## config.mk

```make
export PLATFORM = sky130hd
export DESIGN_NAME = tuner_pitch_led_colorizer
export DESIGN_NICKNAME = d
export VERILOG_FILES = /design/src/rtl/core/tplc_pkg.sv /design/src/rtl/core/tplc_front.sv /design/src/rtl/core/tplc_fifo.sv /design/src/rtl/core/tplc_div.sv /design/src/rtl/core/tplc_back.sv /design/src/rtl/core/tuner_pitch_led_colorizer.sv
export VERILOG_INCLUDE_DIRS = /design/src /design/src/rtl/core
export SDC_FILE = /design/constraint.sdc
export NUM_CORES = 2
export LEC_CHECK = 0
export BUFFER_PORTS_ARGS = -buffer_cell sky130_fd_sc_hd__buf_4
export CAP_MARGIN = 20
export CORE_MARGIN = 1.5
export CORE_UTILIZATION = 50
export DETAILED_ROUTE_END_ITERATION = 10
export PLACE_DENSITY_LB_ADDON = 0.3
export SLEW_MARGIN = 20
export SYNTH_ARGS = -nofsm -noshare
export SYNTH_HDL_FRONTEND = slang
export SYNTH_SLANG_ARGS = --single-unit
```

## constraint.sdc

```tcl
create_clock -name clk_i -period 12.6 [get_ports clk_i]
set_input_delay 0 -clock clk_i [delete_from_list [all_inputs] [get_ports clk_i]]
set_output_delay 0 -clock clk_i [all_outputs]
set_load 0.005 [all_outputs]
```

## src/rtl/core/assert_macros.svh

```systemverilog
// Assertion helpers shared by the RTL; clocked on clk_i, quiet while rst_ni is low.
`ifndef ASSERT_MACROS_SVH
`define ASSERT_MACROS_SVH

// Condition that must hold at every clock edge.
`define TPLC_ASSERT_ALWAYS(lbl, cond) \
  lbl: assert property (@(posedge clk_i) disable iff (!rst_ni) (cond)) \
    else $error("tplc check failed");

// Consequent that must hold in the cycle after the antecedent.
`define TPLC_ASSERT_NEXT(lbl, ante, cons) \
  lbl: assert property (@(posedge clk_i) disable iff (!rst_ni) (ante) |=> (cons)) \
    else $error("tplc check failed");

`endif

```

## src/rtl/core/tplc_pkg.sv

```systemverilog
package tplc_pkg;

  // sizes
  localparam int StringSlotsDef = 6;
  localparam int LedCount       = 6;
  localparam int QueueDepth     = 2;
  localparam int BinW           = 15;
  localparam int SlotW          = 3;
  localparam int LedW           = 3;
  localparam int ChanW          = 8;
  localparam int InDataW        = 48;
  localparam int OutDataW       = 3 * ChanW;
  localparam int CfgIndexW      = 3;
  localparam int CfgDataW       = 10;
  localparam int DivNumW        = 41;
  localparam int DivDenW        = 9;
  localparam int DivQuoW        = 16;

  // register map
  typedef enum logic [CfgIndexW-1:0] {
    CFG_MODE     = 3'd0,
    CFG_SHIFT    = 3'd1,
    CFG_BASELINE = 3'd2,
    CFG_BAND     = 3'd3,
    CFG_GAIN     = 3'd4,
    CFG_SLOPE    = 3'd5
  } cfg_reg_e;

  // instrument modes; any other code runs chromatic
  localparam logic [1:0] ModeGuitar  = 2'd0;
  localparam logic [1:0] ModeUkulele = 2'd1;

  // reset values
  localparam logic [1:0] ModeRst     = ModeGuitar;
  localparam logic [3:0] ShiftRst    = 4'd5;
  localparam logic [7:0] BaselineRst = 8'd40;
  localparam logic [7:0] BandRst     = 8'd10;
  localparam logic [9:0] GainRst     = 10'd200;
  localparam logic [7:0] SlopeRst    = 8'd15;

  typedef struct packed {
    logic [1:0] mode;
    logic [3:0] shift;
    logic [7:0] baseline;
    logic [7:0] band;
    logic [9:0] gain;
    logic [7:0] slope;
  } cfg_t;

  // classified work item handed from front to back
  typedef struct packed {
    logic            chroma;
    logic [SlotW-1:0] slot;
    logic [LedW-1:0]  led;
    logic [BinW-1:0]  above;
    logic [BinW-1:0]  below;
    logic [BinW-1:0]  center;
  } cmd_t;

  localparam int CmdW = $bits(cmd_t);

  typedef struct packed {
    logic               start;
    logic [DivNumW-1:0] dividend;
    logic [DivDenW-1:0] divisor;
  } div_req_t;

  typedef struct packed {
    logic               done;
    logic               ovf;
    logic [DivQuoW-1:0] quo;
  } div_rsp_t;

  // ukulele string to LED
  function automatic logic [LedW-1:0] uke_led(input logic [1:0] s);
    logic [LedW-1:0] led;
    unique case (s)
      2'd0:    led = 3'd0;
      2'd1:    led = 3'd1;
      2'd2:    led = 3'd4;
      default: led = 3'd5;
    endcase
    return led;
  endfunction

endpackage

```

## src/rtl/core/tplc_front.sv

```systemverilog
module tplc_front #(
  parameter int StringSlots = tplc_pkg::StringSlotsDef
) (
  input  logic [1:0]                   mode_i,
  input  logic                         s_axis_tvalid,
  output logic                         s_axis_tready,
  input  logic [tplc_pkg::SlotW-1:0]   s_axis_tuser,  // string_slot
  input  logic [tplc_pkg::InDataW-1:0] s_axis_tdata,  // bin_center, bin_below, bin_above, pad
  input  logic                         q_full_i,
  output logic                         push_o,
  output tplc_pkg::cmd_t               cmd_o
);
  import tplc_pkg::*;

  logic keep;

  assign s_axis_tready = !q_full_i;

  // classify by mode; out-of-range strings are taken and dropped
  always_comb begin
    cmd_o        = '0;
    cmd_o.center = s_axis_tdata[BinW-1:0];
    cmd_o.below  = s_axis_tdata[2*BinW-1:BinW];
    cmd_o.above  = s_axis_tdata[3*BinW-1:2*BinW];
    cmd_o.slot   = s_axis_tuser;
    keep         = 1'b0;
    unique case (mode_i)
      ModeGuitar: begin
        keep      = 32'(s_axis_tuser) < StringSlots;
        cmd_o.led = s_axis_tuser;
      end
      ModeUkulele: begin
        keep      = (s_axis_tuser < 3'd4) && (32'(s_axis_tuser) < StringSlots);
        cmd_o.led = uke_led(s_axis_tuser[1:0]);
      end
      default: begin
        keep         = 1'b1;
        cmd_o.chroma = 1'b1;
      end
    endcase
  end

  assign push_o = s_axis_tvalid && s_axis_tready && keep;

endmodule

```

## src/rtl/core/tplc_fifo.sv

```systemverilog
module tplc_fifo #(
  parameter int Width = tplc_pkg::CmdW,
  parameter int Depth = tplc_pkg::QueueDepth
) (
  input  logic                       clk_i,
  input  logic                       rst_ni,
  input  logic                       push_i,
  input  logic [Width-1:0]           wdata_i,
  input  logic                       pop_i,
  output logic [Width-1:0]           rdata_o,
  output logic                       full_o,
  output logic                       empty_o,
  output logic [$clog2(Depth+1)-1:0] count_o
);
  import tplc_pkg::*;

  localparam int PtrW = (Depth > 1) ? $clog2(Depth) : 1;
  localparam int CntW = $clog2(Depth + 1);

  logic [Width-1:0] mem_q [Depth];
  logic [PtrW-1:0]  wr_q, wr_d, rd_q, rd_d;
  logic [CntW-1:0]  cnt_q, cnt_d;
  logic             do_push, do_pop;

  assign full_o  = cnt_q == CntW'(Depth);
  assign empty_o = cnt_q == '0;
  assign count_o = cnt_q;
  assign rdata_o = mem_q[rd_q];
  assign do_push = push_i && !full_o;
  assign do_pop  = pop_i && !empty_o;

  // pointer and fill bookkeeping
  always_comb begin
    wr_d  = wr_q;
    rd_d  = rd_q;
    cnt_d = cnt_q;
    if (do_push) begin
      wr_d = (wr_q == PtrW'(Depth - 1)) ? '0 : wr_q + 1'b1;
    end
    if (do_pop) begin
      rd_d = (rd_q == PtrW'(Depth - 1)) ? '0 : rd_q + 1'b1;
    end
    if (do_push && !do_pop) begin
      cnt_d = cnt_q + 1'b1;
    end else if (do_pop && !do_push) begin
      cnt_d = cnt_q - 1'b1;
    end
  end

  always_ff @(posedge clk_i or negedge rst_ni) begin
    if (!rst_ni) begin
      wr_q  <= '0;
      rd_q  <= '0;
      cnt_q <= '0;
    end else begin
      wr_q  <= wr_d;
      rd_q  <= rd_d;
      cnt_q <= cnt_d;
    end
  end

  // storage
  always_ff @(posedge clk_i) begin
    if (do_push) begin
      mem_q[wr_q] <= wdata_i;
    end
  end

endmodule

```

## src/rtl/core/tplc_div.sv

```systemverilog
module tplc_div (
  input  logic               clk_i,
  input  logic               rst_ni,
  input  tplc_pkg::div_req_t req_i,
  output tplc_pkg::div_rsp_t rsp_o
);
  import tplc_pkg::*;

  localparam int CntW = $clog2(DivQuoW);

  logic                busy_q, done_q, ovf_q;
  logic [CntW-1:0]     cnt_q;
  logic [DivDenW-2:0]  rem_q;
  logic [DivQuoW-1:0]  low_q, quo_q;
  logic [DivDenW-1:0]  dvs_q;
  logic [DivDenW-1:0]  trial;
  logic                ge;

  // one restoring step: remainder stays below the divisor (at most 256)
  assign trial = {rem_q, low_q[DivQuoW-1]};
  assign ge    = trial >= dvs_q;

  always_ff @(posedge clk_i or negedge rst_ni) begin
    if (!rst_ni) begin
      busy_q <= 1'b0;
      done_q <= 1'b0;
      cnt_q  <= '0;
    end else begin
      done_q <= 1'b0;
      if (req_i.start) begin
        busy_q <= 1'b1;
        cnt_q  <= '0;
      end else if (busy_q) begin
        cnt_q <= cnt_q + 1'b1;
        if (cnt_q == CntW'(DivQuoW - 1)) begin
          busy_q <= 1'b0;
          done_q <= 1'b1;
        end
      end
    end
  end

  // quotient beyond 16 bits is flagged up front and saturates downstream
  always_ff @(posedge clk_i) begin
    if (req_i.start) begin
      ovf_q <= req_i.dividend[DivNumW-1:DivQuoW] >= (DivNumW-DivQuoW)'(req_i.divisor);
      rem_q <= req_i.dividend[DivQuoW+DivDenW-2:DivQuoW];
      low_q <= req_i.dividend[DivQuoW-1:0];
      dvs_q <= req_i.divisor;
      quo_q <= '0;
    end else if (busy_q) begin
      rem_q <= ge ? (DivDenW-1)'(trial - dvs_q) : trial[DivDenW-2:0];
      low_q <= {low_q[DivQuoW-2:0], 1'b0};
      quo_q <= {quo_q[DivQuoW-2:0], ge};
    end
  end

  assign rsp_o.done = done_q;
  assign rsp_o.ovf  = ovf_q;
  assign rsp_o.quo  = quo_q;

endmodule

```

## src/rtl/core/tplc_back.sv

```systemverilog
module tplc_back #(
  parameter int StringSlots = tplc_pkg::StringSlotsDef
) (
  input  logic                          clk_i,
  input  logic                          rst_ni,
  input  tplc_pkg::cfg_t                cfg_i,
  input  logic                          q_empty_i,
  input  tplc_pkg::cmd_t                q_cmd_i,
  output logic                          q_pop_o,
  output tplc_pkg::div_req_t            div_req_o,
  input  tplc_pkg::div_rsp_t            div_rsp_i,
  output logic                          m_axis_tvalid,
  input  logic                          m_axis_tready,
  output logic [tplc_pkg::LedW-1:0]     m_axis_tuser,  // led_index
  output logic [tplc_pkg::OutDataW-1:0] m_axis_tdata,  // red, green, blue
  output logic                          m_axis_tlast
);
  import tplc_pkg::*;

  localparam int FiltDepth = StringSlots + 1;
  localparam int SidxW     = $clog2(FiltDepth);

  typedef enum logic [9:0] {
    ST_IDLE = 10'b0000000001,
    ST_FILT = 10'b0000000010,
    ST_PREP = 10'b0000000100,
    ST_MUL  = 10'b0000001000,
    ST_ABS  = 10'b0000010000,
    ST_DIVS = 10'b0000100000,
    ST_DIVW = 10'b0001000000,
    ST_TONE = 10'b0010000000,
    ST_RGB  = 10'b0100000000,
    ST_EMIT = 10'b1000000000
  } state_e;

  state_e state_q, state_d;

  logic [31:0]        mag_q [FiltDepth];
  logic [31:0]        dif_q [FiltDepth];
  cmd_t               cmd_q;
  logic [SidxW-1:0]   sidx;
  logic [31:0]        m_old, m_new, macc_q;
  logic signed [31:0] d_old, d_new, dacc_q;
  logic signed [15:0] bdiff;
  logic [31:0]        shifted;
  logic signed [32:0] idiff;
  logic [7:0]         inten_d, inten_q;
  logic signed [31:0] sd_q;
  logic signed [41:0] prod_full;
  logic signed [41:0] prod_q;
  logic [DivNumW-1:0] pabs_q;
  logic               neg_q;
  logic [15:0]        tmag_d, tmag_q;
  logic               tpos_q, tune_q, sharp_q;
  logic [23:0]        dimprod_q;
  logic [7:0]         dim, cr, cg, cb;
  logic [7:0]         res_r_q, res_g_q, res_b_q;
  logic [LedW-1:0]    led_cnt_q;
  logic               out_load, out_last;
  logic               ovld_q;
  logic [LedW-1:0]    otuser_q;
  logic [OutDataW-1:0] odata_q;
  logic               olast_q;

  function automatic logic [7:0] scale_chan(input logic [7:0] c, input logic [7:0] i);
    logic [9:0] p;
    p = c[7:3] * i[7:3];
    return (p > 10'd255) ? 8'd255 : p[7:0];
  endfunction

  assign sidx = cmd_q.chroma ? SidxW'(StringSlots) : SidxW'(cmd_q.slot);

  // leaky integrators: acc + x - (acc >> 5)
  assign m_old = mag_q[sidx];
  assign d_old = $signed(dif_q[sidx]);
  assign bdiff = $signed({1'b0, cmd_q.above}) - $signed({1'b0, cmd_q.below});
  assign m_new = m_old + 32'(cmd_q.center) - (m_old >> 5);
  assign d_new = d_old + 32'(bdiff) - (d_old >>> 5);

  // intensity: shifted magnitude minus baseline, clamped to 0..255
  assign shifted = macc_q >> cfg_i.shift;
  assign idiff   = $signed({1'b0, shifted}) - $signed({25'd0, cfg_i.baseline});
  always_comb begin
    if (idiff[32]) begin
      inten_d = 8'd0;
    end else if (idiff > 33'sd255) begin
      inten_d = 8'd255;
    end else begin
      inten_d = idiff[7:0];
    end
  end

  assign prod_full = sd_q * $signed({1'b0, cfg_i.gain});

  // saturate quotient to the signed 16-bit range, kept as magnitude
  always_comb begin
    if (div_rsp_i.ovf) begin
      tmag_d = neg_q ? 16'd32768 : 16'd32767;
    end else if (neg_q) begin
      tmag_d = (div_rsp_i.quo > 16'd32768) ? 16'd32768 : div_rsp_i.quo;
    end else begin
      tmag_d = (div_rsp_i.quo > 16'd32767) ? 16'd32767 : div_rsp_i.quo;
    end
  end

  // colour before intensity scaling
  assign dim = (dimprod_q > 24'd255) ? 8'd0 : 8'd255 - dimprod_q[7:0];
  always_comb begin
    if (tune_q) begin
      cr = 8'd255;
      cg = 8'd255;
      cb = 8'd255;
    end else if (sharp_q) begin
      cr = 8'd255;
      cg = dim;
      cb = dim;
    end else begin
      cr = dim;
      cg = dim;
      cb = 8'd255;
    end
  end

  // result register loads in ST_EMIT when empty or being drained
  assign out_load = (state_q == ST_EMIT) && (!ovld_q || m_axis_tready);
  assign out_last = !cmd_q.chroma || (led_cnt_q == LedW'(LedCount - 1));
  assign q_pop_o  = (state_q == ST_IDLE) && !q_empty_i;

  assign div_req_o.start    = state_q == ST_DIVS;
  assign div_req_o.dividend = pabs_q;
  assign div_req_o.divisor  = {1'b0, inten_q} + 9'd1;

  // sequencer
  always_comb begin
    state_d = state_q;
    unique case (state_q)
      ST_IDLE: if (!q_empty_i) state_d = ST_FILT;
      ST_FILT: state_d = ST_PREP;
      ST_PREP: state_d = ST_MUL;
      ST_MUL:  state_d = ST_ABS;
      ST_ABS:  state_d = ST_DIVS;
      ST_DIVS: state_d = ST_DIVW;
      ST_DIVW: if (div_rsp_i.done) state_d = ST_TONE;
      ST_TONE: state_d = ST_RGB;
      ST_RGB:  state_d = ST_EMIT;
      ST_EMIT: if (out_load && out_last) state_d = ST_IDLE;
      default: state_d = ST_IDLE;
    endcase
  end

  always_ff @(posedge clk_i or negedge rst_ni) begin
    if (!rst_ni) begin
      state_q   <= ST_IDLE;
      ovld_q    <= 1'b0;
      led_cnt_q <= '0;
      for (int i = 0; i < FiltDepth; i++) begin
        mag_q[i] <= '0;
        dif_q[i] <= '0;
      end
    end else begin
      state_q <= state_d;
      if (out_load) begin
        ovld_q <= 1'b1;
      end else if (m_axis_tready) begin
        ovld_q <= 1'b0;
      end
      if (state_q == ST_FILT) begin
        mag_q[sidx] <= m_new;
        dif_q[sidx] <= d_new;
      end
      if (state_q == ST_RGB) begin
        led_cnt_q <= '0;
      end else if (out_load) begin
        led_cnt_q <= led_cnt_q + 1'b1;
      end
    end
  end

  // datapath registers
  always_ff @(posedge clk_i) begin
    if (q_pop_o) begin
      cmd_q <= q_cmd_i;
    end
    if (state_q == ST_FILT) begin
      macc_q <= m_new;
      dacc_q <= d_new;
    end
    if (state_q == ST_PREP) begin
      inten_q <= inten_d;
      sd_q    <= dacc_q >>> cfg_i.shift;
    end
    if (state_q == ST_MUL) begin
      prod_q <= prod_full;
    end
    if (state_q == ST_ABS) begin
      neg_q  <= prod_q[41];
      pabs_q <= prod_q[41] ? DivNumW'(-prod_q) : prod_q[DivNumW-1:0];
    end
    if (state_q == ST_DIVW && div_rsp_i.done) begin
      tmag_q <= tmag_d;
      tpos_q <= !neg_q && (tmag_d != 16'd0);
    end
    if (state_q == ST_TONE) begin
      tune_q    <= tmag_q < {8'd0, cfg_i.band};
      sharp_q   <= tpos_q;
      dimprod_q <= tmag_q * cfg_i.slope;
    end
    if (state_q == ST_RGB) begin
      res_r_q <= scale_chan(cr, inten_q);
      res_g_q <= scale_chan(cg, inten_q);
      res_b_q <= scale_chan(cb, inten_q);
    end
    if (out_load) begin
      otuser_q <= cmd_q.chroma ? led_cnt_q : cmd_q.led;
      odata_q  <= {res_b_q, res_g_q, res_r_q};
      olast_q  <= out_last;
    end
  end

  assign m_axis_tvalid = ovld_q;
  assign m_axis_tuser  = otuser_q;
  assign m_axis_tdata  = odata_q;
  assign m_axis_tlast  = olast_q;

endmodule

```

## src/rtl/core/tuner_pitch_led_colorizer.sv

```systemverilog
// Tuner LED colorizer: each transfer on the s_axis side carries three spectrum
// bin magnitudes for one string (tuser = string slot). The block updates that
// slot's magnitude and difference integrators (one shared pair in chromatic
// mode) and returns the LED colour: white when in tune, red when sharp, blue
// when flat, dimmed by intensity. Guitar mode gives one result for LED = slot,
// ukulele mode one result for LEDs 0,1,4,5, chromatic mode (mode code 2 or 3)
// six results for LEDs 0..5, tlast on the final one. Strings out of range are
// consumed with no result. A two-entry queue sits between the input classifier
// and the compute engine, so up to two items are taken while the engine is
// busy. The engine steps each item through filter, prepare, multiply, absolute
// value, divider start and wait, tone, colour and emit states, and pops the
// next item only from idle. A bit-serial divider forms the tonal difference.
// Configuration writes are always taken (cfg_ready_o is tied high) and must
// only occur while no item is in flight.
`include "assert_macros.svh"

module tuner_pitch_led_colorizer #(
  parameter int StringSlots = tplc_pkg::StringSlotsDef
) (
  input  logic                           clk_i,
  input  logic                           rst_ni,
  input  logic                           cfg_valid_i,
  output logic                           cfg_ready_o,
  input  logic [tplc_pkg::CfgIndexW-1:0] cfg_index_i,
  input  logic [tplc_pkg::CfgDataW-1:0]  cfg_data_i,
  input  logic                           s_axis_tvalid,
  output logic                           s_axis_tready,
  input  logic [tplc_pkg::SlotW-1:0]     s_axis_tuser,  // string_slot
  input  logic [tplc_pkg::InDataW-1:0]   s_axis_tdata,  // bin_center, bin_below, bin_above, pad
  output logic                           m_axis_tvalid,
  input  logic                           m_axis_tready,
  output logic [tplc_pkg::LedW-1:0]      m_axis_tuser,  // led_index
  output logic [tplc_pkg::OutDataW-1:0]  m_axis_tdata,  // red, green, blue
  output logic                           m_axis_tlast
);
  import tplc_pkg::*;

  localparam int QCntW = $clog2(QueueDepth + 1);

  cfg_t            cfg_q;
  cmd_t            push_cmd, pop_cmd;
  logic [CmdW-1:0] q_rdata;
  logic            push, pop, q_full, q_empty;
  logic [QCntW-1:0] q_count;
  div_req_t        div_req;
  div_rsp_t        div_rsp;

  assign cfg_ready_o = 1'b1;

  // configuration registers
  always_ff @(posedge clk_i or negedge rst_ni) begin
    if (!rst_ni) begin
      cfg_q.mode     <= ModeRst;
      cfg_q.shift    <= ShiftRst;
      cfg_q.baseline <= BaselineRst;
      cfg_q.band     <= BandRst;
      cfg_q.gain     <= GainRst;
      cfg_q.slope    <= SlopeRst;
    end else if (cfg_valid_i && cfg_ready_o) begin
      unique case (cfg_reg_e'(cfg_index_i))
        CFG_MODE:     cfg_q.mode     <= cfg_data_i[1:0];
        CFG_SHIFT:    cfg_q.shift    <= cfg_data_i[3:0];
        CFG_BASELINE: cfg_q.baseline <= cfg_data_i[7:0];
        CFG_BAND:     cfg_q.band     <= cfg_data_i[7:0];
        CFG_GAIN:     cfg_q.gain     <= cfg_data_i[9:0];
        CFG_SLOPE:    cfg_q.slope    <= cfg_data_i[7:0];
        default: ;
      endcase
    end
  end

  tplc_front #(
    .StringSlots(StringSlots)
  ) u_front (
    .mode_i       (cfg_q.mode),
    .s_axis_tvalid(s_axis_tvalid),
    .s_axis_tready(s_axis_tready),
    .s_axis_tuser (s_axis_tuser),
    .s_axis_tdata (s_axis_tdata),
    .q_full_i     (q_full),
    .push_o       (push),
    .cmd_o        (push_cmd)
  );

  tplc_fifo #(
    .Width(CmdW),
    .Depth(QueueDepth)
  ) u_queue (
    .clk_i  (clk_i),
    .rst_ni (rst_ni),
    .push_i (push),
    .wdata_i(push_cmd),
    .pop_i  (pop),
    .rdata_o(q_rdata),
    .full_o (q_full),
    .empty_o(q_empty),
    .count_o(q_count)
  );

  assign pop_cmd = cmd_t'(q_rdata);

  tplc_div u_div (
    .clk_i (clk_i),
    .rst_ni(rst_ni),
    .req_i (div_req),
    .rsp_o (div_rsp)
  );

  tplc_back #(
    .StringSlots(StringSlots)
  ) u_back (
    .clk_i        (clk_i),
    .rst_ni       (rst_ni),
    .cfg_i        (cfg_q),
    .q_empty_i    (q_empty),
    .q_cmd_i      (pop_cmd),
    .q_pop_o      (pop),
    .div_req_o    (div_req),
    .div_rsp_i    (div_rsp),
    .m_axis_tvalid(m_axis_tvalid),
    .m_axis_tready(m_axis_tready),
    .m_axis_tuser (m_axis_tuser),
    .m_axis_tdata (m_axis_tdata),
    .m_axis_tlast (m_axis_tlast)
  );

  // queue never overfills
  `TPLC_ASSERT_ALWAYS(a_queue_bound, q_count <= QCntW'(QueueDepth))
  // a stalled result stays put until the sink takes it
  `TPLC_ASSERT_NEXT(a_out_hold, m_axis_tvalid && !m_axis_tready,
                    m_axis_tvalid && $stable(m_axis_tdata) && $stable(m_axis_tuser) && $stable(m_axis_tlast))
  // a chromatic burst runs on with the next LED
  `TPLC_ASSERT_NEXT(a_burst_next_led, m_axis_tvalid && m_axis_tready && !m_axis_tlast,
                    m_axis_tvalid && (m_axis_tuser == $past(m_axis_tuser) + 3'd1))

endmodule
```

# Word level (Yosys, flattened, before mapping)
# Memories as Yosys holds them, arrays and structs flattened. A register that Yosys moved wholly into a read port is not among the register bits.
# Index checks and enable logic that the tools add are counted.
classes:
  n_addsub: 16
  multipliers: 5
  n_lt_le_gt_ge: 14
  n_eq_ne: 24
  n_shift: 2
  muxes: 56
  n_bitwise: 1
  reduce_logical: 39
op_table:
  columns: ["op", "count"]
  rows:
  - ["224-bit bitwise mux", 2]
  - ["32-bit binary-select mux with 3-bit select", 2]
  - ["32-bit two-way mux", 5]
  - ["16-bit two-way mux", 7]
  - ["10-bit case mux with 10 select lines", 1]
  - ["32-bit demux with 3-bit select", 1]
  - ["8-bit two-way mux", 10]
  - ["32-bit by 27-bit subtractor with 32-bit output", 2]
  - ["32-bit by 11-bit multiplier with 42-bit output", 1]
  - ["41-bit two-way mux", 1]
  - ["41-bit negation", 1]
  - ["33-bit by 9-bit greater-than comparator with 1-bit output (second input constant)", 1]
  - ["32-bit by 8-bit subtractor with 33-bit output", 1]
  - ["32-bit by 15-bit adder with 32-bit output", 1]
  - ["32-bit by 16-bit adder with 32-bit output", 1]
  - ["32-bit by 4-bit >> shifter with 32-bit output", 1]
  - ["32-bit by 4-bit >>> shifter with 32-bit output", 1]
  - ["10-bit by 8-bit greater-than comparator with 1-bit output (second input constant)", 3]
  - ["5-bit by 5-bit multiplier with 10-bit output", 3]
  - ["10-bit two-way mux", 3]
  - ["25-bit by 9-bit greater-or-equal comparator with 1-bit output", 1]
  - ["24-bit by 8-bit greater-than comparator with 1-bit output (second input constant)", 1]
  - ["16-bit by 8-bit multiplier with 24-bit output", 1]
  - ["16-bit by 15-bit greater-than comparator with 1-bit output (second input constant)", 1]
  - ["other kinds (50)", 105]
totals:
  reg_bits: 845
  ramBits: 104
  input_bits: 69
  out_inout_bits: 31
  elab_cells: 210
  memories: 1
mem_list:
  columns: ["memory", "depth", "word_bits", "read_ports", "rd_ports_with_merged_regs", "write_ports", "line", "text"]
  rows:
  - ["u_queue.mem_q", 2, 52, 1, 1, 1, "tplc_fifo.sv:20", "logic [Width-1:0] mem_q [Depth];"]

# Depth between registers and ports, before layout
logic_depth:
  ltp_word: 9
  mapped_depth: 28
  depth_no_buf: 28

# Cells and area by module
# Synthesis repeated with hierarchy kept, for this count alone.
unflattened:
  cells_unflattened: 6412
  area_unflattened_um2: 66437.5
by_module_without_submodules:
  columns: ["module", "instances", "cells_per_inst", "area_each_um2", "seq_area_each_um2"]
  rows:
  - ["tplc_back", 1, 5815, 57239.9, 21531.9]
  - ["tplc_fifo", 1, 181, 4200.3, 3223.1]
  - ["tplc_div", 1, 269, 3012.9, 1491.4]
  - ["tuner_pitch_led_colorizer", 1, 90, 1571.5, 1017.2]
  - ["tplc_front", 1, 57, 412.9, 0.0]

# Worst setup path before layout
# No wires, ideal clock.
synth_timing:
  path_type: "register to register"
  start: "reg u_back.state_q[5]"
  end: "reg u_queue.cnt_q[1], in the netlist u_queue.count_o[1]"
  setup_ps: 79
  arrival_ps: 7554
  required_ps: 12521
  slack_ps: 4967
  path_stages_with_launch: 9
  path_buffers: 0
  synth_period_minus_slack_ps: 7633
  cell_sequence: "dfrtp_1 -> nor4_1 -> nand3_1 -> nor4b_1 -> inv_1 -> ha_1 -> xor2_1 -> nor2_1 -> xor2_1"
synth_between:
  elab_chain_cells: 6
  word_cells_on_any_way: 8
  cone_classes: "eq/ne (1); mux (1); reduce/logical (6)"
synth_lines:
  columns: ["element", "line", "text"]
  rows:
  - ["start, declared", "tplc_back.sv:36", "state_e state_q, state_d;"]
  - ["start signal, assigned", "tplc_back.sv:161", "state_q <= state_d;"]
  - ["10-bit by 1-bit == test with 1-bit output *", "tplc_back.sv:127", "assign q_pop_o = (state_q == ST_IDLE) && !q_empty_i;"]
  - ["1-bit logical AND *", "tplc_back.sv:127", null]
  - ["net pop", "tuner_pitch_led_colorizer.sv:43", "logic push, pop, q_full, q_empty;"]
  - ["1-bit logical AND *", "tplc_fifo.sv:30", "assign do_pop = pop_i && !empty_o;"]
  - ["1-bit logical NOT", "tplc_fifo.sv:43", "if (do_push && !do_pop) begin"]
  - ["1-bit logical AND", "tplc_fifo.sv:43", null]
  - ["2-bit two-way mux / 2-bit nonzero test (equally long branches)", null, null]
  - ["end signal, assigned", "tplc_fifo.sv:58", "cnt_q <= cnt_d;"]
  - ["end, declared", "tplc_fifo.sv:22", "logic [CntW-1:0] cnt_q, cnt_d;"]
# Mark *: on every way through the listed nets, which the timed path passes. The rest lies on a longest branch.
# A chain may end at the register's enable or synchronous reset.

# Worst setup path after layout
layout_timing:
  start: "reg u_back.cmd_q[49] (netlist name)"
  end: "reg u_back.mag_q[222] (netlist name)"
layout_between:
  elab_chain_cells: 8
  word_cells_on_any_way: 13
  cone_classes: "add/sub (2); order compare (2); mux (7); bitwise (1); reduce/logical (1)"
layout_lines:
  columns: ["element", "line", "text"]
  rows:
  - ["3-bit two-way mux *", "tplc_back.sv:71", "assign sidx = cmd_q.chroma ? SidxW'(StringSlots) : SidxW'(cmd_q.slot);"]
  - ["3-bit NOT with 4-bit output (implied by the code) *", "tplc_back.sv:74, tplc_back.sv:168", null]
  - ["32-bit binary-select mux with 3-bit select", "tplc_back.sv:74", "assign m_old = mag_q[sidx];"]
  - ["32-bit two-way mux (implied by the code) (2 in series)", "tplc_back.sv:74", null]
  - ["32-bit by 15-bit adder with 32-bit output", "tplc_back.sv:77", "assign m_new = m_old + 32'(cmd_q.center) - (m_old >> 5);"]
  - ["32-bit by 27-bit subtractor with 32-bit output", "tplc_back.sv:77", null]
  - ["224-bit bitwise mux *", "tplc_back.sv:168", "mag_q[sidx] <= m_new;"]
  - ["end signal, assigned by index", "tplc_back.sv:168", null]
  - ["end, declared", "tplc_back.sv:38", "logic [31:0] mag_q [FiltDepth];"]
# Mark *: on every way between the ends. The rest lies on a longest branch, timed or not. The select of a mux whose other input is x is not followed.

==> results.md <==
Drt:
- The violation count after the first detailed-routing iteration is 4035.
- Summing over every cut layer, the via total after detailed routing is ~47000.
- The number of vias per cell is 5.66.
- After detailed routing, the average wire length per cell comes to approximately 19 um.
- The final layout contains routed wiring with a total length of roughly 160000 um.
- For this run, design rule violations remaining after detail routing come to 0.
- Once detail routing completed, the nets flagged for antenna violations numbered 0.
- The first detailed-routing pass ran for 6 iterations.

GRT:
- The wire length of the first global-routing pass is 256000 um.
- The overflow left after global routing is 0.
- Entering global routing, the biggest net connects between 100 and 150 pins.
- The number of antenna violations at the first check in global routing is 4.
- For this run, the total global-route usage over all layers was measured as 24.3%.
- The via count of the first global-routing pass is roughly 47000.

STA:
- The number of slew-limit violations in the final report is 0.
- The highest attainable clock frequency is about 130 MHz.
- Setup repair after global routing left no endpoint under its margin.
- The clock arrives with ~0.054 ns of skew.
- After routing, the total negative slack on setup checks comes to 0 ns.
- The final hold violation count is 0.
- For the pin with the worst max-slew slack, the measured transition is 1.10 ns.
- The worst path in the final design needs a cycle of around 7.5 ns, including I/O delays and setup.
- The worst slew margin relative to its limit is a little over a quarter.
- The fraction of the cycle the final worst path needs is around three fifths.
- Setup violations remaining at the end of the flow were counted as 0.

Yosys:
- Counting flops with a built-in enable in the synthesized netlist gives between 400 and 500.
- The sequential-to-total area share from yosys stat is 41.9%.
- The number of distinct library cells after synthesis is between 80 and 90.
- The post-synthesis async set-or-reset flop share is 51.3%.
- In this run, synthesis produced a sequential element count of 998.
- Summing every instance area after synthesis gives ~0.065 mm^2.
- The mean instance size in the synthesized netlist is slightly above 10 um^2.
- The yosys synthesis warning count is 0.
- The number of instances in the synthesized netlist is about 6300.
- When the netlist entered floorplanning its net count stood at roughly 7100.
- The dominant synthesized flop cell is dfrtp_1.

Setup path:
- The worst endpoint required time is between 10 and 15 ns.
- The launch instance of the worst register-to-register path is u_back.cmd_q[49].
- For flop-to-flop paths, the worst setup slack is 5.10 ns.
- Of all nets on the critical path, the largest fanout is 42.
- The standard cell with the maximum stage delay on the critical path is buf_4.
- The dominant cell type by count on the critical path is o21ai_0.
- The critical path data arrival time is approximately 8 ns.
- STA classifies the critical path endpoint as a flop.
- The class of the most critical setup path is reg -> reg.
- The kind of start point of the critical path is a flop.
- Walking the worst path, the cells encountered are buf_4 -> inv_1 -> nand2_1 -> nor2_4 -> buf_4 -> a222oi_1 -> o21ai_0 -> a21oi_1 -> fa_1 -> inv_1 -> fa_1 -> nor2b_1 -> o21a_1 -> o21ai_0 -> a21oi_1 -> o2111ai_1 -> a211oi_1 -> o41ai_1 -> o21ai_0 -> mux2i_1 -> o21ai_0.
- The maximum cell stage delay along the critical path is 0.69 ns.
- The launching instance or port of the critical path is u_back.cmd_q[49].

Final layout:
- The area growth from synthesis to layout is 10.9%.
- The share of post-route cells with drive strength above 1 is under 10%.
- In the final layout, the multi-input gates occupy 0.0344 mm^2.
- The final layout contains 7203 nets.
- The sequential cells in the finished layout cover a total of about 0.027 mm^2.
- The final core area utilization is between 50% and 60%.
- The leading cell type in the layout, fill and taps excluded is nand2_1.
- The final cell count without fillers is approximately 8200.
- Leaving out fill and tap cells, the most frequent cells in the layout are nand2_1 (1004), inv_1 (647), o21ai_0 (623).
- The layout filler cell count is between 10000 and 15000.

Die:
- The number of I/O pins is 100.
- The die is 364 um wide.
- The core region area is 0.129 mm^2.
- In this run the core area contains approximately 130 standard-cell rows.
- The total die area is roughly 0.13 mm^2.
- The starting density of the core is around 50%.
- Measured along the y axis, the die boundary spans around 360 um.

CTS:
- The clock slew seen by the registers of the worst setup and hold paths is 0.06 ns.
- The master cell of the clock root buffer is clkbuf_16.
- The H-tree was split into 3 levels.
- Buffers added to address setup during post-CTS repair amount to 0.
- The number of buffers created by CTS is 102.
- The clock sink count is roughly 1000.
- The later-pin clock latency in the skew report is between 0.7 and 0.8 ns.
- The worst-case clock buffer depth is 3.
- TritonCTS built the clock tree.

Placed design:
- The half-perimeter wire length of the detailed placement result is 105000 um.
- The number of buffers added on ports is between 90 and 100.
- Counting tap cells, the placed design contains a total of 7898 instances.
- Routability-driven placement finished with a final weighted congestion of between 0.8 and 0.9.

Hold path:
- The startpoint of the most critical hold path is s_axis_tuser[0].
- The tightest min-delay check is of the in -> reg type.

Status:
- The run finished with clean final reports.

Job:
- Max-cap violations in this run came to 0.
-- critical path, delay by kind of cell (launching register included) --
| kind | cells | cell delay [ns] |
|---|---|---|
| AO/OA/AOI/OAI | 11 | 2.74 |
| flip-flops | 1 | 0.36 |
| adder cells (fa/ha/maj) | 2 | 0.92 |
| buffers and inverters | 4 | 1.62 |
| multiplexers | 1 | 0.59 |
| AND/OR/NAND/NOR | 3 | 1.01 |
-- timing repair --
item | 4_1_cts | 5_1_grt
resized for setup | 0 | 0
hold endpoints to repair | 253 | 0
hold buffers | 124 | 0
-- cell families after synthesis --
kind of cell | count (synthesis) | synth area share, %
XOR/XNOR | 201 | 2.70
AND/OR/NAND/NOR | 1873 | 13.3
adder cells (fa/ha/maj) | 749 | 19.3
flip-flops | 998 | 41.9
buffers and inverters | 964 | 5.59
AO/OA/AOI/OAI | 1205 | 10.9
multiplexers | 326 | 6.27
other | 1 | 0.00576
-- cells in the mapped netlist (11+ instances only) --
| cell type | n | area (um^2) |
|---|---|---|
| nand2_1 | 1018 | 3820 |
| inv_1 | 647 | 2430 |
| o21ai_0 | 623 | 3120 |
| dfrtp_1 | 498 | 12500 |
| edfxtp_1 | 470 | 14100 |
| fa_1 | 430 | 8610 |
| ha_1 | 319 | 3990 |
| and2_1 | 295 | 1850 |
| clkbuf_1 | 270 | 1010 |
| a21oi_1 | 215 | 1080 |
| nor2_1 | 200 | 751 |
| mux2_2 | 141 | 1590 |
| mux2i_1 | 136 | 1360 |
| xnor2_1 | 132 | 1160 |
| a21o_1 | 81 | 608 |
| xor2_1 | 69 | 604 |
| nor2b_1 | 61 | 382 |
| nor3_1 | 53 | 265 |
| and3_1 | 45 | 282 |
| mux4_2 | 41 | 923 |
| nand2b_1 | 41 | 257 |
| buf_1 | 40 | 150 |
| nand3_1 | 40 | 200 |
| a222oi_1 | 39 | 390 |
| a31oi_1 | 31 | 194 |
| o21a_1 | 25 | 188 |
| or3_1 | 22 | 138 |
| nor4_1 | 21 | 131 |
| o21bai_1 | 21 | 158 |
| o31ai_1 | 19 | 143 |
| a211oi_1 | 18 | 135 |
| o22ai_1 | 17 | 106 |
| a22oi_1 | 16 | 120 |
| dfxtp_1 | 16 | 320 |
| dfstp_2 | 14 | 368 |
| nor3b_1 | 14 | 105 |
| or2_2 | 14 | 87.6 |
| nand4_1 | 12 | 75.1 |
| o211ai_1 | 11 | 82.6 |
-- stage by stage --
stage                     area (um^2)  worst slack (ns)  hold WS, ns
after global placement          67400              5.41       0.0989
after CTS                       72200              5.24       0.0140
after floorplan                 65100              4.97       -0.296
after global routing            72200              4.78       0.0436
after detailed placement        67400              5.27        0.103
final                           72200              5.10       0.0624
-- registers in the layout, summed over array words and instances (netlist names), 21 cells and up --
register / count
u_back.dif_q: 224
u_back.mag_q: 224
u_queue.mem_q: 104
u_back.cmd_q: 52
u_back.prod_q: 42
u_back.pabs_q: 41
cfg_q: 40
u_back.dacc_q: 32
u_back.macc_q: 32
u_back.sd_q: 32
u_back.m_axis_tdata: 24
u_back.dimprod_q: 21
-- area by class of cell --
class	instances	area share, %
antenna	3	0.0104
clock buffer	148	3.99
clock inverter	44	0.823
inverter	650	3.38
multi-input combinational	4355	47.6
sequential	998	37.8
tap	1742	3.02
timing repair buffer	278	3.39
-- routing by layer --
metal  part of all wire [%]  vias to the layer above  global-route usage (%)
li1                       -                    21500                       -
met2                     47                     1586                    40.3
met1                     43                    23100                    32.8
met4                    2.8                        4                    7.50
met3                    6.9                      315                    4.00
met5                  0.014                        -                       0
-- path summary, 6_finish.rpt --
| check | depth (start not counted) | end |
|---|---|---|
| max | 21 | u_back.mag_q[222] |
| min reg2reg | 0 | u_back.m_axis_tdata[2] |
| min in group asynchronous | 4 | u_back.dif_q[88] |
| min | 2 | u_queue.mem_q[0][48] |
| max reg2reg | 21 | u_back.mag_q[222] |
| max in group asynchronous | 6 | u_back.mag_q[110] |
Power is not shown: default switching activity piles up to over one toggle a cycle in this logic, so the estimate is an artifact.
